<file path="src/hw/rtl/qcl_pkg.sv">
// Shared constants, types and helper functions of the quadtree cell locator.
package qcl_pkg;

  localparam int MAX_SPLITS      = 15;
  localparam int COORD_FRAC_BITS = 16;
  localparam int PT_W            = 32;
  localparam int EXT_W           = 31;
  localparam int COORD_W         = PT_W + MAX_SPLITS + 1;
  localparam int LEAF_W          = 6;
  localparam int ID_W            = 6;
  localparam int LVL_W           = $clog2(MAX_SPLITS + 1);
  localparam int CFG_IDX_W       = 2;
  localparam int CFG_DATA_W      = 31;
  localparam int QUAD_PER_LVL    = 3;

  localparam logic [CFG_IDX_W-1:0] CFG_LEAF_COUNT = CFG_IDX_W'(0);
  localparam logic [CFG_IDX_W-1:0] CFG_HALF_X     = CFG_IDX_W'(1);
  localparam logic [CFG_IDX_W-1:0] CFG_HALF_Y     = CFG_IDX_W'(2);

  localparam logic [LEAF_W-1:0] LEAF_RESET = LEAF_W'(1);

  localparam logic signed [PT_W-1:0] Z_LIM     = PT_W'(5 << COORD_FRAC_BITS);
  localparam logic signed [PT_W-1:0] NEG_Z_LIM = -Z_LIM;

  typedef enum logic [1:0] {
    ST_IDLE,
    ST_ROOT,
    ST_WALK,
    ST_DONE
  } state_t;

  typedef struct packed {
    logic load;
    logic step;
  } walk_cmd_t;

  typedef struct packed {
    logic root_in;
    logic left;
    logic right;
    logic low;
    logic high;
  } walk_stat_t;

  // splits = ceil((max(leaf,1) - 1) / 3), saturated; /3 by reciprocal 43/128
  function automatic logic [LVL_W-1:0] split_count(input logic [LEAF_W-1:0] leaf);
    logic [LEAF_W:0]   n;
    logic [LEAF_W+6:0] prod;
    logic [LEAF_W:0]   q;
    n    = (leaf == '0) ? (LEAF_W+1)'(2) : ({1'b0, leaf} + (LEAF_W+1)'(1));
    prod = (LEAF_W+7)'(n) * (LEAF_W+7)'(43);
    q    = (LEAF_W+1)'(prod[LEAF_W+6:7]);
    if (q > (LEAF_W+1)'(MAX_SPLITS)) begin
      return LVL_W'(MAX_SPLITS);
    end
    return q[LVL_W-1:0];
  endfunction

endpackage

</file>
<file path="src/hw/rtl/qcl_walk_unit.sv">
// Coordinate registers and the shared midpoint and compare unit of the locator.
module qcl_walk_unit (
  input  logic                              clk,
  input  qcl_pkg::walk_cmd_t                cmd,
  input  logic signed [qcl_pkg::PT_W-1:0]   in_point_x,
  input  logic signed [qcl_pkg::PT_W-1:0]   in_point_y,
  input  logic signed [qcl_pkg::PT_W-1:0]   in_point_z,
  input  logic        [qcl_pkg::EXT_W-1:0]  half_extent_x,
  input  logic        [qcl_pkg::EXT_W-1:0]  half_extent_y,
  output qcl_pkg::walk_stat_t               stat
);
  import qcl_pkg::*;

  logic signed [COORD_W-1:0] px_r;
  logic signed [COORD_W-1:0] py_r;
  logic signed [PT_W-1:0]    pz_r;
  logic signed [COORD_W-1:0] x0_r;
  logic signed [COORD_W-1:0] y0_r;
  logic signed [COORD_W-1:0] x1_w;
  logic signed [COORD_W-1:0] y1_w;
  logic signed [COORD_W-1:0] sum_x;
  logic signed [COORD_W-1:0] sum_y;
  logic signed [COORD_W-1:0] mx;
  logic signed [COORD_W-1:0] my;

  assign x1_w = {{(COORD_W-EXT_W-MAX_SPLITS){1'b0}}, half_extent_x, {MAX_SPLITS{1'b0}}};
  assign y1_w = {{(COORD_W-EXT_W-MAX_SPLITS){1'b0}}, half_extent_y, {MAX_SPLITS{1'b0}}};

  assign sum_x = x0_r + x1_w;
  assign sum_y = y0_r + y1_w;
  assign mx    = sum_x >>> 1;
  assign my    = sum_y >>> 1;

  always_ff @(posedge clk) begin
    if (cmd.load) begin
      px_r <= {{(COORD_W-PT_W-MAX_SPLITS){in_point_x[PT_W-1]}}, in_point_x, {MAX_SPLITS{1'b0}}};
      py_r <= {{(COORD_W-PT_W-MAX_SPLITS){in_point_y[PT_W-1]}}, in_point_y, {MAX_SPLITS{1'b0}}};
      pz_r <= in_point_z;
      x0_r <= -x1_w;
      y0_r <= -y1_w;
    end else if (cmd.step) begin
      x0_r <= mx;
      y0_r <= my;
    end
  end

  always_comb begin
    stat.root_in = (pz_r >= NEG_Z_LIM) && (pz_r <= Z_LIM) &&
                   (px_r >= x0_r) && (px_r <= x1_w) &&
                   (py_r >= y0_r) && (py_r <= y1_w);
    stat.left    = (px_r <= mx);
    stat.right   = (px_r >= mx);
    stat.low     = (py_r <= my);
    stat.high    = (py_r >= my);
  end

endmodule

</file>
<file path="src/hw/rtl/qcl_seq.sv">
// Level sequencer and result registers of the locator.
module qcl_seq (
  input  logic                          clk,
  input  logic                          rst_n,
  input  logic                          start,
  input  logic [qcl_pkg::LEAF_W-1:0]    leaf_count,
  input  qcl_pkg::walk_stat_t           stat,
  output logic                          busy,
  output qcl_pkg::walk_cmd_t            cmd,
  output logic                          out_valid,
  output logic                          out_found,
  output logic [qcl_pkg::ID_W-1:0]      out_cell_id
);
  import qcl_pkg::*;

  state_t            state_r;
  state_t            state_nxt;
  logic [LVL_W-1:0]  lvl_r;
  logic [LVL_W-1:0]  lvl_nxt;
  logic [ID_W-1:0]   base_r;
  logic [ID_W-1:0]   base_nxt;
  logic              found_r;
  logic              found_nxt;
  logic [ID_W-1:0]   id_r;
  logic [ID_W-1:0]   id_nxt;
  logic [LVL_W-1:0]  k_w;
  logic [LVL_W-1:0]  lvl_inc;
  logic              accept;
  logic              hit;
  logic              last;

  assign k_w     = split_count(leaf_count);
  assign lvl_inc = lvl_r + LVL_W'(1);
  assign busy    = !((state_r == ST_IDLE) || (state_r == ST_DONE));
  assign accept  = start && !busy;
  assign hit     = (stat.left && stat.low) || (stat.right && stat.low) ||
                   (stat.left && stat.high);
  assign last    = (lvl_inc == k_w);

  always_comb begin
    state_nxt = state_r;
    unique case (state_r)
      ST_IDLE: begin
        if (accept) state_nxt = ST_ROOT;
      end
      ST_ROOT: begin
        if (!stat.root_in || (k_w == '0)) state_nxt = ST_DONE;
        else state_nxt = ST_WALK;
      end
      ST_WALK: begin
        if (hit || last) state_nxt = ST_DONE;
      end
      ST_DONE: begin
        state_nxt = accept ? ST_ROOT : ST_IDLE;
      end
      default: state_nxt = ST_IDLE;
    endcase
  end

  always_comb begin
    cmd.load  = accept;
    cmd.step  = 1'b0;
    out_valid = 1'b0;
    lvl_nxt   = lvl_r;
    base_nxt  = base_r;
    found_nxt = found_r;
    id_nxt    = id_r;
    unique case (state_r)
      ST_IDLE: begin
      end
      ST_ROOT: begin
        lvl_nxt   = '0;
        base_nxt  = '0;
        found_nxt = stat.root_in;
        id_nxt    = '0;
      end
      ST_WALK: begin
        cmd.step = 1'b1;
        lvl_nxt  = lvl_inc;
        base_nxt = base_r + ID_W'(QUAD_PER_LVL);
        priority if (stat.left && stat.low) begin
          id_nxt = base_r;
        end else if (stat.right && stat.low) begin
          id_nxt = base_r + ID_W'(1);
        end else if (stat.left && stat.high) begin
          id_nxt = base_r + ID_W'(2);
        end else begin
          id_nxt = base_r + ID_W'(QUAD_PER_LVL);
        end
      end
      ST_DONE: begin
        out_valid = 1'b1;
      end
      default: begin
      end
    endcase
  end

  always_ff @(posedge clk) begin
    if (!rst_n) begin
      state_r <= ST_IDLE;
      lvl_r   <= '0;
      base_r  <= '0;
    end else begin
      state_r <= state_nxt;
      lvl_r   <= lvl_nxt;
      base_r  <= base_nxt;
    end
  end

  always_ff @(posedge clk) begin
    found_r <= found_nxt;
    id_r    <= id_nxt;
  end

  assign out_found   = found_r;
  assign out_cell_id = id_r;

  a_miss_id_zero: assert property (@(posedge clk) disable iff (!rst_n)
    (out_valid && !out_found) |-> (out_cell_id == '0))
    else $error("miss result carries nonzero cell id");

  a_id_bound: assert property (@(posedge clk) disable iff (!rst_n)
    out_valid |-> (out_cell_id <= ID_W'(QUAD_PER_LVL * MAX_SPLITS)))
    else $error("cell id beyond last cell");

  a_walk_level: assert property (@(posedge clk) disable iff (!rst_n)
    (state_r == ST_WALK) |-> (lvl_r < k_w))
    else $error("walk level past split count");

  a_accept_root: assert property (@(posedge clk) disable iff (!rst_n)
    (start && !busy) |=> (state_r == ST_ROOT))
    else $error("accepted request did not enter root check");

  a_base_track: assert property (@(posedge clk) disable iff (!rst_n)
    (state_r == ST_WALK) |-> (base_r == ID_W'(lvl_r) * ID_W'(QUAD_PER_LVL)))
    else $error("id base out of step with level");

endmodule

</file>
<file path="src/hw/rtl/quadtree_cell_locator.sv">
// Top level of the quadtree cell locator: configuration registers and unit wiring.
//
// Usage: write target_leaf_count (index 0), half_extent_x (index 1) and
// half_extent_y (index 2) over the cfg_ channel while the block is idle;
// cfg_ready is always high, so a write lands at any edge with cfg_valid high.
// Raise start with in_point_x/y/z while busy is low to issue a request.
// The block checks the root rectangle and |z| <= 5 in a root-check state,
// then resolves one split level per cycle in a shared midpoint/compare unit.
// With k splits (set by the leaf count) the result strobe out_valid is high
// in the done state, which follows the root check for a miss or k = 0 and
// follows at most k walk levels otherwise; the walk stops at the first level
// that holds the point. A new request is taken in the strobe cycle, so a
// request is never taken while an earlier one is still being resolved.
// Each result shows for exactly one cycle; the receiver cannot stall it.
// Reset returns the sequencer to idle, sets the leaf count to 1 and both
// extents to 0.
module quadtree_cell_locator (
  input  logic                                clk,
  input  logic                                rst_n,
  input  logic                                start,
  output logic                                busy,
  input  logic signed [qcl_pkg::PT_W-1:0]     in_point_x,
  input  logic signed [qcl_pkg::PT_W-1:0]     in_point_y,
  input  logic signed [qcl_pkg::PT_W-1:0]     in_point_z,
  output logic                                out_valid,
  output logic                                out_found,
  output logic [qcl_pkg::ID_W-1:0]            out_cell_id,
  input  logic                                cfg_valid,
  output logic                                cfg_ready,
  input  logic [qcl_pkg::CFG_IDX_W-1:0]       cfg_index,
  input  logic [qcl_pkg::CFG_DATA_W-1:0]      cfg_data
);
  import qcl_pkg::*;

  logic [LEAF_W-1:0] leaf_r;
  logic [EXT_W-1:0]  half_x_r;
  logic [EXT_W-1:0]  half_y_r;
  walk_cmd_t         cmd;
  walk_stat_t        stat;

  assign cfg_ready = 1'b1;

  always_ff @(posedge clk) begin
    if (!rst_n) begin
      leaf_r   <= LEAF_RESET;
      half_x_r <= '0;
      half_y_r <= '0;
    end else if (cfg_valid && cfg_ready) begin
      unique case (cfg_index)
        CFG_LEAF_COUNT: leaf_r   <= cfg_data[LEAF_W-1:0];
        CFG_HALF_X:     half_x_r <= cfg_data[EXT_W-1:0];
        CFG_HALF_Y:     half_y_r <= cfg_data[EXT_W-1:0];
        default: begin
        end
      endcase
    end
  end

  qcl_walk_unit u_walk (
    .clk           (clk),
    .cmd           (cmd),
    .in_point_x    (in_point_x),
    .in_point_y    (in_point_y),
    .in_point_z    (in_point_z),
    .half_extent_x (half_x_r),
    .half_extent_y (half_y_r),
    .stat          (stat)
  );

  qcl_seq u_seq (
    .clk         (clk),
    .rst_n       (rst_n),
    .start       (start),
    .leaf_count  (leaf_r),
    .stat        (stat),
    .busy        (busy),
    .cmd         (cmd),
    .out_valid   (out_valid),
    .out_found   (out_found),
    .out_cell_id (out_cell_id)
  );

endmodule

</file>
<file path="config.mk">
export PLATFORM = sky130hd
export DESIGN_NAME = quadtree_cell_locator
export DESIGN_NICKNAME = d
export VERILOG_FILES = /design/src/hw/rtl/qcl_pkg.sv /design/src/hw/rtl/qcl_walk_unit.sv /design/src/hw/rtl/qcl_seq.sv /design/src/hw/rtl/quadtree_cell_locator.sv
export SDC_FILE = /design/constraint.sdc
export NUM_CORES = 1
export LEC_CHECK = 0
export BUFFER_PORTS_ARGS = -buffer_cell sky130_fd_sc_hd__buf_2
export CORE_MARGIN = 2
export CORE_UTILIZATION = 40
export DETAILED_ROUTE_END_ITERATION = 8
export PLACE_DENSITY_LB_ADDON = 0.25
export SLEW_MARGIN = 30
export SYNTH_ARGS = -nofsm -noshare
export SYNTH_HDL_FRONTEND = slang
export SYNTH_SLANG_ARGS = --single-unit
</file>
<file path="constraint.sdc">
create_clock -name clk -period 6.4 [get_ports clk]
set_input_delay 0.64 -clock clk [delete_from_list [all_inputs] [get_ports clk]]
set_output_delay 0.64 -clock clk [all_outputs]
set_load 0.005 [all_outputs]
</file>
# Word level (Yosys, flattened, before mapping)
# Index checks and enable logic that the tools add are counted.
[word_totals]
regBits = 279
n_memories = 0
mem_bits_rw = 0
wordCells = 89
latch_bits = 0
input_bits = 133
romBits = 0
[op_classes]
bitwise_logic = 0
mux = 21
eq_ne = 8
mul = 1
shift = 0
reduce_logical = 26
n_addsub = 9
order_cmp = 11
div_mod_pow = 0
[op_table]
columns = ["cell", "count"]
rows = [
  ["$mux W48", 4],
  ["$le A47 B47 Y1", 4],
  ["$add A48 B47 Y48", 2],
  ["$ge A47 B48 Y1", 2],
  ["$neg A46 Y48", 2],
  ["$ge A47 B47 Y1", 2],
  ["$ge A32 B20 Y1 const B", 1],
  ["$le A32 B20 Y1 const B", 1],
  ["$pmux W6 S2", 2],
  ["$mux W6", 3],
  ["$mul A7 B6 Y13 const B", 1],
  ["$add A6 B2 Y6 const B", 2],
  ["$logic_and A1 B1 Y1", 9],
  ["$mux W4", 2],
  ["$pmux W2 S4", 1],
  ["$pmux W4 S2", 1],
  ["$reduce_and A2 Y1", 4],
  ["$add A6 B1 Y7 const B", 1],
  ["$mux W7", 1],
  ["$add A6 B1 Y6 const B", 1],
  ["$eq A2 B2 Y1 const B", 3],
  ["$gt A6 B4 Y1 const B", 1],
  ["$logic_not A6 Y1", 1],
  ["$logic_or A1 B1 Y1", 5],
  ["other kinds (10)", 20],
]

# Logic depth before layout (Yosys ltp)
[logic_depth]
depth_word = 10
mapped_depth = 24

# Cells and area by module
# A second synthesis with hierarchy kept.
[hier_totals]
cells_unflattened = 2130
hier_area_um2 = 20613.5
[modules_own_cells]
columns = ["mod", "area_per_inst_um2", "cells_per_inst", "n_inst", "seq_area_each_um2"]
rows = [
  ["qcl_walk_unit", 15622.5, 1581, 1, 5765.5],
  ["quadtree_cell_locator", 2551.2, 260, 1, 1361.3],
  ["qcl_seq", 2439.8, 289, 1, 450.4],
]

# Least setup slack after synthesis
# No wires, ideal clock.
[synth_path]
path_kind = "register to register"
start = "register u_walk.y0_r[25]"
end = "register u_seq.id_r[4], in the netlist u_seq.out_cell_id[4] (data pin)"
setup_slack_ns = 1.175
setup_ns = 0.259
stages_incl_launch_ff = 23
synth_period_minus_slack_ns = 5.225
arrival_time_ns = 4.966
n_path_buf = 1
path_cell_list = "edfxtp_1 ha_1 a21o_1 a21o_1 a21oi_1 o21ai_1 or4b_1 o211a_1 or3b_1 a31o_1 xnor2_1 ha_1 nand4_1 nor4_1 nand2_1 o211ai_1 o21ba_1 clkbuf_1 o21bai_1 o22ai_1 a211oi_1 xnor2_1 nor2_1"
[synth_between]
elab_chain_len = 7
[synth_rtl]
columns = ["element", "line", "text"]
rows = [
  ["from (decl)", "qcl_walk_unit.sv:18", "logic signed [COORD_W-1:0] y0_r;"],
  ["from (signal assigned)", "qcl_walk_unit.sv:40", "y0_r <= -y1_w;"],
  ["from (signal assigned)", "qcl_walk_unit.sv:43", "y0_r <= my;"],
  ["$add A48 B47 Y48 *", "qcl_walk_unit.sv:30", "assign sum_y = y0_r + y1_w;"],
  ["$ge A47 B47 Y1", "qcl_walk_unit.sv:54", "stat.high = (py_r >= my);"],
  ["$logic_and A1 B1 Y1", "qcl_seq.sv:85", "end else if (stat.left && stat.high) begin"],
  ["$mux W6", "qcl_seq.sv:85", ""],
  ["$mux W6", "qcl_seq.sv:83", "end else if (stat.right && stat.low) begin"],
  ["$mux W6 *", "qcl_seq.sv:81", "priority if (stat.left && stat.low) begin"],
  ["$pmux W6 S2 *", "qcl_seq.sv:68", "unique case (state_r)"],
  ["to (signal assigned)", "qcl_seq.sv:113", "id_r <= id_nxt;"],
  ["to (decl)", "qcl_seq.sv:24", "logic [ID_W-1:0] id_r;"],
]
# Every way passes the cells marked *; elsewhere a longest branch is shown, timed or not.
# A chain may end at the register's enable or synchronous reset.

# Final worst setup path
[layout_path]
start = "register half_x_r[0]"
end = "register u_seq.id_r[5], in the netlist u_seq.out_cell_id[5] (data pin)"
[layout_between]
elab_chain_len = 7
[layout_rtl]
columns = ["element", "line", "text"]
rows = [
  ["from (decl)", "quadtree_cell_locator.sv:36", "logic [EXT_W-1:0] half_x_r;"],
  ["from (signal assigned)", "quadtree_cell_locator.sv:51", "CFG_HALF_X: half_x_r <= cfg_data[EXT_W-1:0];"],
  ["$add A48 B47 Y48 *", "qcl_walk_unit.sv:29", "assign sum_x = x0_r + x1_w;"],
  ["$le A47 B47 Y1", "qcl_walk_unit.sv:51", "stat.left = (px_r <= mx);"],
  ["$logic_and A1 B1 Y1", "qcl_seq.sv:85", ""],
  ["$mux W6", "qcl_seq.sv:85", ""],
  ["$mux W6", "qcl_seq.sv:83", ""],
  ["$mux W6 *", "qcl_seq.sv:81", ""],
  ["$pmux W6 S2 *", "qcl_seq.sv:68", ""],
]
# Marked as above.

==> out/results.txt <==
status = complete, no violations
Layout area overhead = 13.9%
Data required, critical path = 6.73 ns
crit path max fanout = 7
post-synthesis cell area = 20000 um^2
Mapped Avg Cell Area = 9.27 um^2
hold buffers post-CTS = 0
chip width = 228 um
via count = 16754
DRC viols = 0
vias in the first global route = 16843
Worst setup EP type = flop
ys async rst share = 0%
vias per cell = 5.57
Final Hold Vio Count = 0
ANT nets after route = 0
final period utilization = 92.6%
slowest stage cell, crit path = nor4_2
H-tree levels = 2
P_leak = 0.00960 uW
Max Cap Viol = 0
Starting Density = 40.7%
most numerous cell on the critical path = a21boi_1
met1 Usage GRT = 31.1%
row cnt = 81
hpwl dp = 45.4 mm
Root Buffer = clkbuf_16
Top Usage Layer GRT = met2
gr ovfl total = 0
routability congestion estimate = 0.965
maximum clock insertion buffer count = 3
CP arrival = 6.26 ns
clk sinks = 279
Slew HR = 36.3%
initial antenna violation count = 3
post-synth top area cell = edfxtp_1
clk_skew = 0.0313 ns
placed cells = 2940
highest cell delay on the worst timing path = 0.52 ns
CP Class = flop to flop
pin count of the biggest net entering global routing = 104
Synth top area share = 29.8%
fin. max-slew vios = 0
final WL = 58.7 mm
Final #Nets = 2752
FF+latch count, synth = 279
clk slew on worst S/H paths = 0.06 ns
hold_ws = 0.249 ns
placed cell area = 21600 um^2
Overall Global Routing Usage = 22.5%
I/O pin count = 143
RSZ-0062 raised after global routing = no
DRT iter0 DRCs = 1004
Layout fillers = 4715
die area = 51900 um^2
grt met3 use = 2.71%
Unique masters post-synth = 81
Final min period = 5.93 ns
Post-Place Setup Slack = 0.205 ns
Mapped Cells = 2160
setup slack after layout = 0.473 ns
post-synthesis sequential area ratio = 37.8%
PwrDens = 417 nW/um^2
commonest non-fill, non-tap cell in the layout = ha_1
worst vdd ir = 0.000259 V
DR WL/cell = 19.5 um
Layout Cells excl Fill = 3006
Setup Viol. Count Final = 0
TritonRoute pass-1 iters = 5
YS warnings = 0
Area contributors post-synth = edfxtp_1, ha_1, dfxtp_1
Post-synth EDFFs = 199
startpoint types = flop
first-pass GRT wire length = 93.2 mm
ys flop type = edfxtp_1
most frequent cells in the layout = ha_1, nand2_1, inv_1
TritonCTS clock tree = built
Slew @ Worst Pin = 0.955 ns
Core ar. = 49200 um^2
routing usage on met2 = 36.4%
Post-Route Setup TNS = 0 ns
share of layout cells above drive strength 1 = 10.6%
worst-path cell chain = ha_1 > fa_1 > a21o_1 > a21oi_1 > o21bai_1 > a21boi_1 > o21ai_1 > a41o_1 > a21oi_1 > o21bai_1 > xnor2_1 > ha_1 > nand4_1 > nor4_2 > buf_4 > a21boi_1 > a2bb2oi_1 > buf_4 > o211ai_1 > a21boi_1 > xnor2_1 > a2111oi_0
Buffers on Ports = 141
Syn Nets = 2598
Die Height = 228 um
clock network latency to the later pin of the worst-skew pair = 0.57 ns
max frequency = 169 MHz
final instance area = 22800 um^2
HP Class = input port to flop
TritonCTS buffer count = 36
==> where the power goes <==
group / internal (uW) / leakage [uW] / switching (uW)
clock network: 1250 / 0.000573 / 838
logic: 1630 / 0.00646 / 2600
registers: 2750 / 0.00256 / 453
total: 5630 / 0.00960 / 3890
==> final cells by class <==
cell class | count | area (um^2) | area share (%)
clock inverter | 15 | 178 | 0.779
tap | 664 | 831 | 3.64
clock buffer | 50 | 1030 | 4.50
inverter | 207 | 782 | 3.43
sequential | 279 | 7580 | 33.2
timing repair buffer | 164 | 878 | 3.85
antenna | 1 | 2.50 | 0.0110
multi-input combinational | 1626 | 11500 | 50.6
==> logic make-up after synthesis <==
kind of cell / after synthesis / synth area share [%]
mux: 9 / 0.456
simple gates: 672 / 16.7
flops: 279 / 37.8
compound gates: 522 / 15.7
xor+xnor: 117 / 5.12
buf+inv: 255 / 4.80
fa+ha+maj: 305 / 19.4
other cells: 1 / 0.0187
==> registers in the layout (all words and copies together) (netlist names), 4 cells and up <==
name / cells
u_seq.base_r: 6
leaf_r: 6
u_walk.y0_r: 48
u_seq.lvl_r: 4
u_walk.px_r: 32
u_seq.out_cell_id: 6
half_y_r: 31
u_walk.py_r: 32
u_walk.x0_r: 48
half_x_r: 31
u_walk.pz_r: 32
==> worst max-delay path: cells and delay by family, from the launching register on <==
| kind | cells | cell delay (ns) |
|---|---|---|
| AOI/OAI and AO/OA | 13 | 3.04 |
| xor gates and xnor gates | 2 | 0.22 |
| adders and majority gates | 3 | 0.97 |
| buffers and inverters | 2 | 0.43 |
| DFF | 1 | 0.38 |
| and+or+nand+nor | 2 | 0.65 |
==> layer usage <==
| metal | wire (um) | vias to the layer above |
|---|---|---|
| met5 | 11 | - |
| met4 | 1800 | 2 |
| met3 | 2720 | 98 |
| met2 | 26600 | 403 |
| met1 | 27600 | 8077 |
| li1 | - | 8174 |
==> metrics by stage <==
step / util [%] / total power, uW
2_1_floorplan: - / 6070
3_5_place_dp: 43.9 / 7390
3_3_place_gp: 43.9 / 7290
4_1_cts: 46.3 / 9540
6_report: 46.4 / 9520
5_1_grt: 46.4 / 10300
==> timing repair <==
action                                  4_1_cts  5_1_grt
gates resized for setup                       0        7
endpoints found under the setup margin        0        4
setup buffers                                 0        0
==> cells in the mapped netlist (9+ instances only) <==
cell type  number
ha_1          297
nand2_1       246
inv_1         202
edfxtp_1      199
a21oi_1       196
o21ai_0       100
nor2_1         95
xnor2_1        86
dfxtp_1        80
nand3_1        68
nand4_1        55
a21o_1         49
clkbuf_1       38
and2_1         37
nor3_1         37
nor4_1         37
o21ai_1        34
xor2_1         31
nand2b_1       19
o21bai_1       17
a211oi_1       15
and3_1         15
o211ai_1       15
nor2b_1        13
a31oi_1        12
o21a_1          9
==> path summary, 6_finish.rpt <==
check	startpoint	end	slack [ns]	cells after the start
max	half_x_r[0]	u_seq.out_cell_id[5]	0.47	22
max reg2reg	half_x_r[0]	u_seq.out_cell_id[5]	0.47	22
min reg2reg	half_y_r[2]	half_y_r[2]	0.50	2
min	in_point_y[3]	u_walk.py_r[18]	0.25	1
No activity file was read; power rests on OpenSTA's default activity.
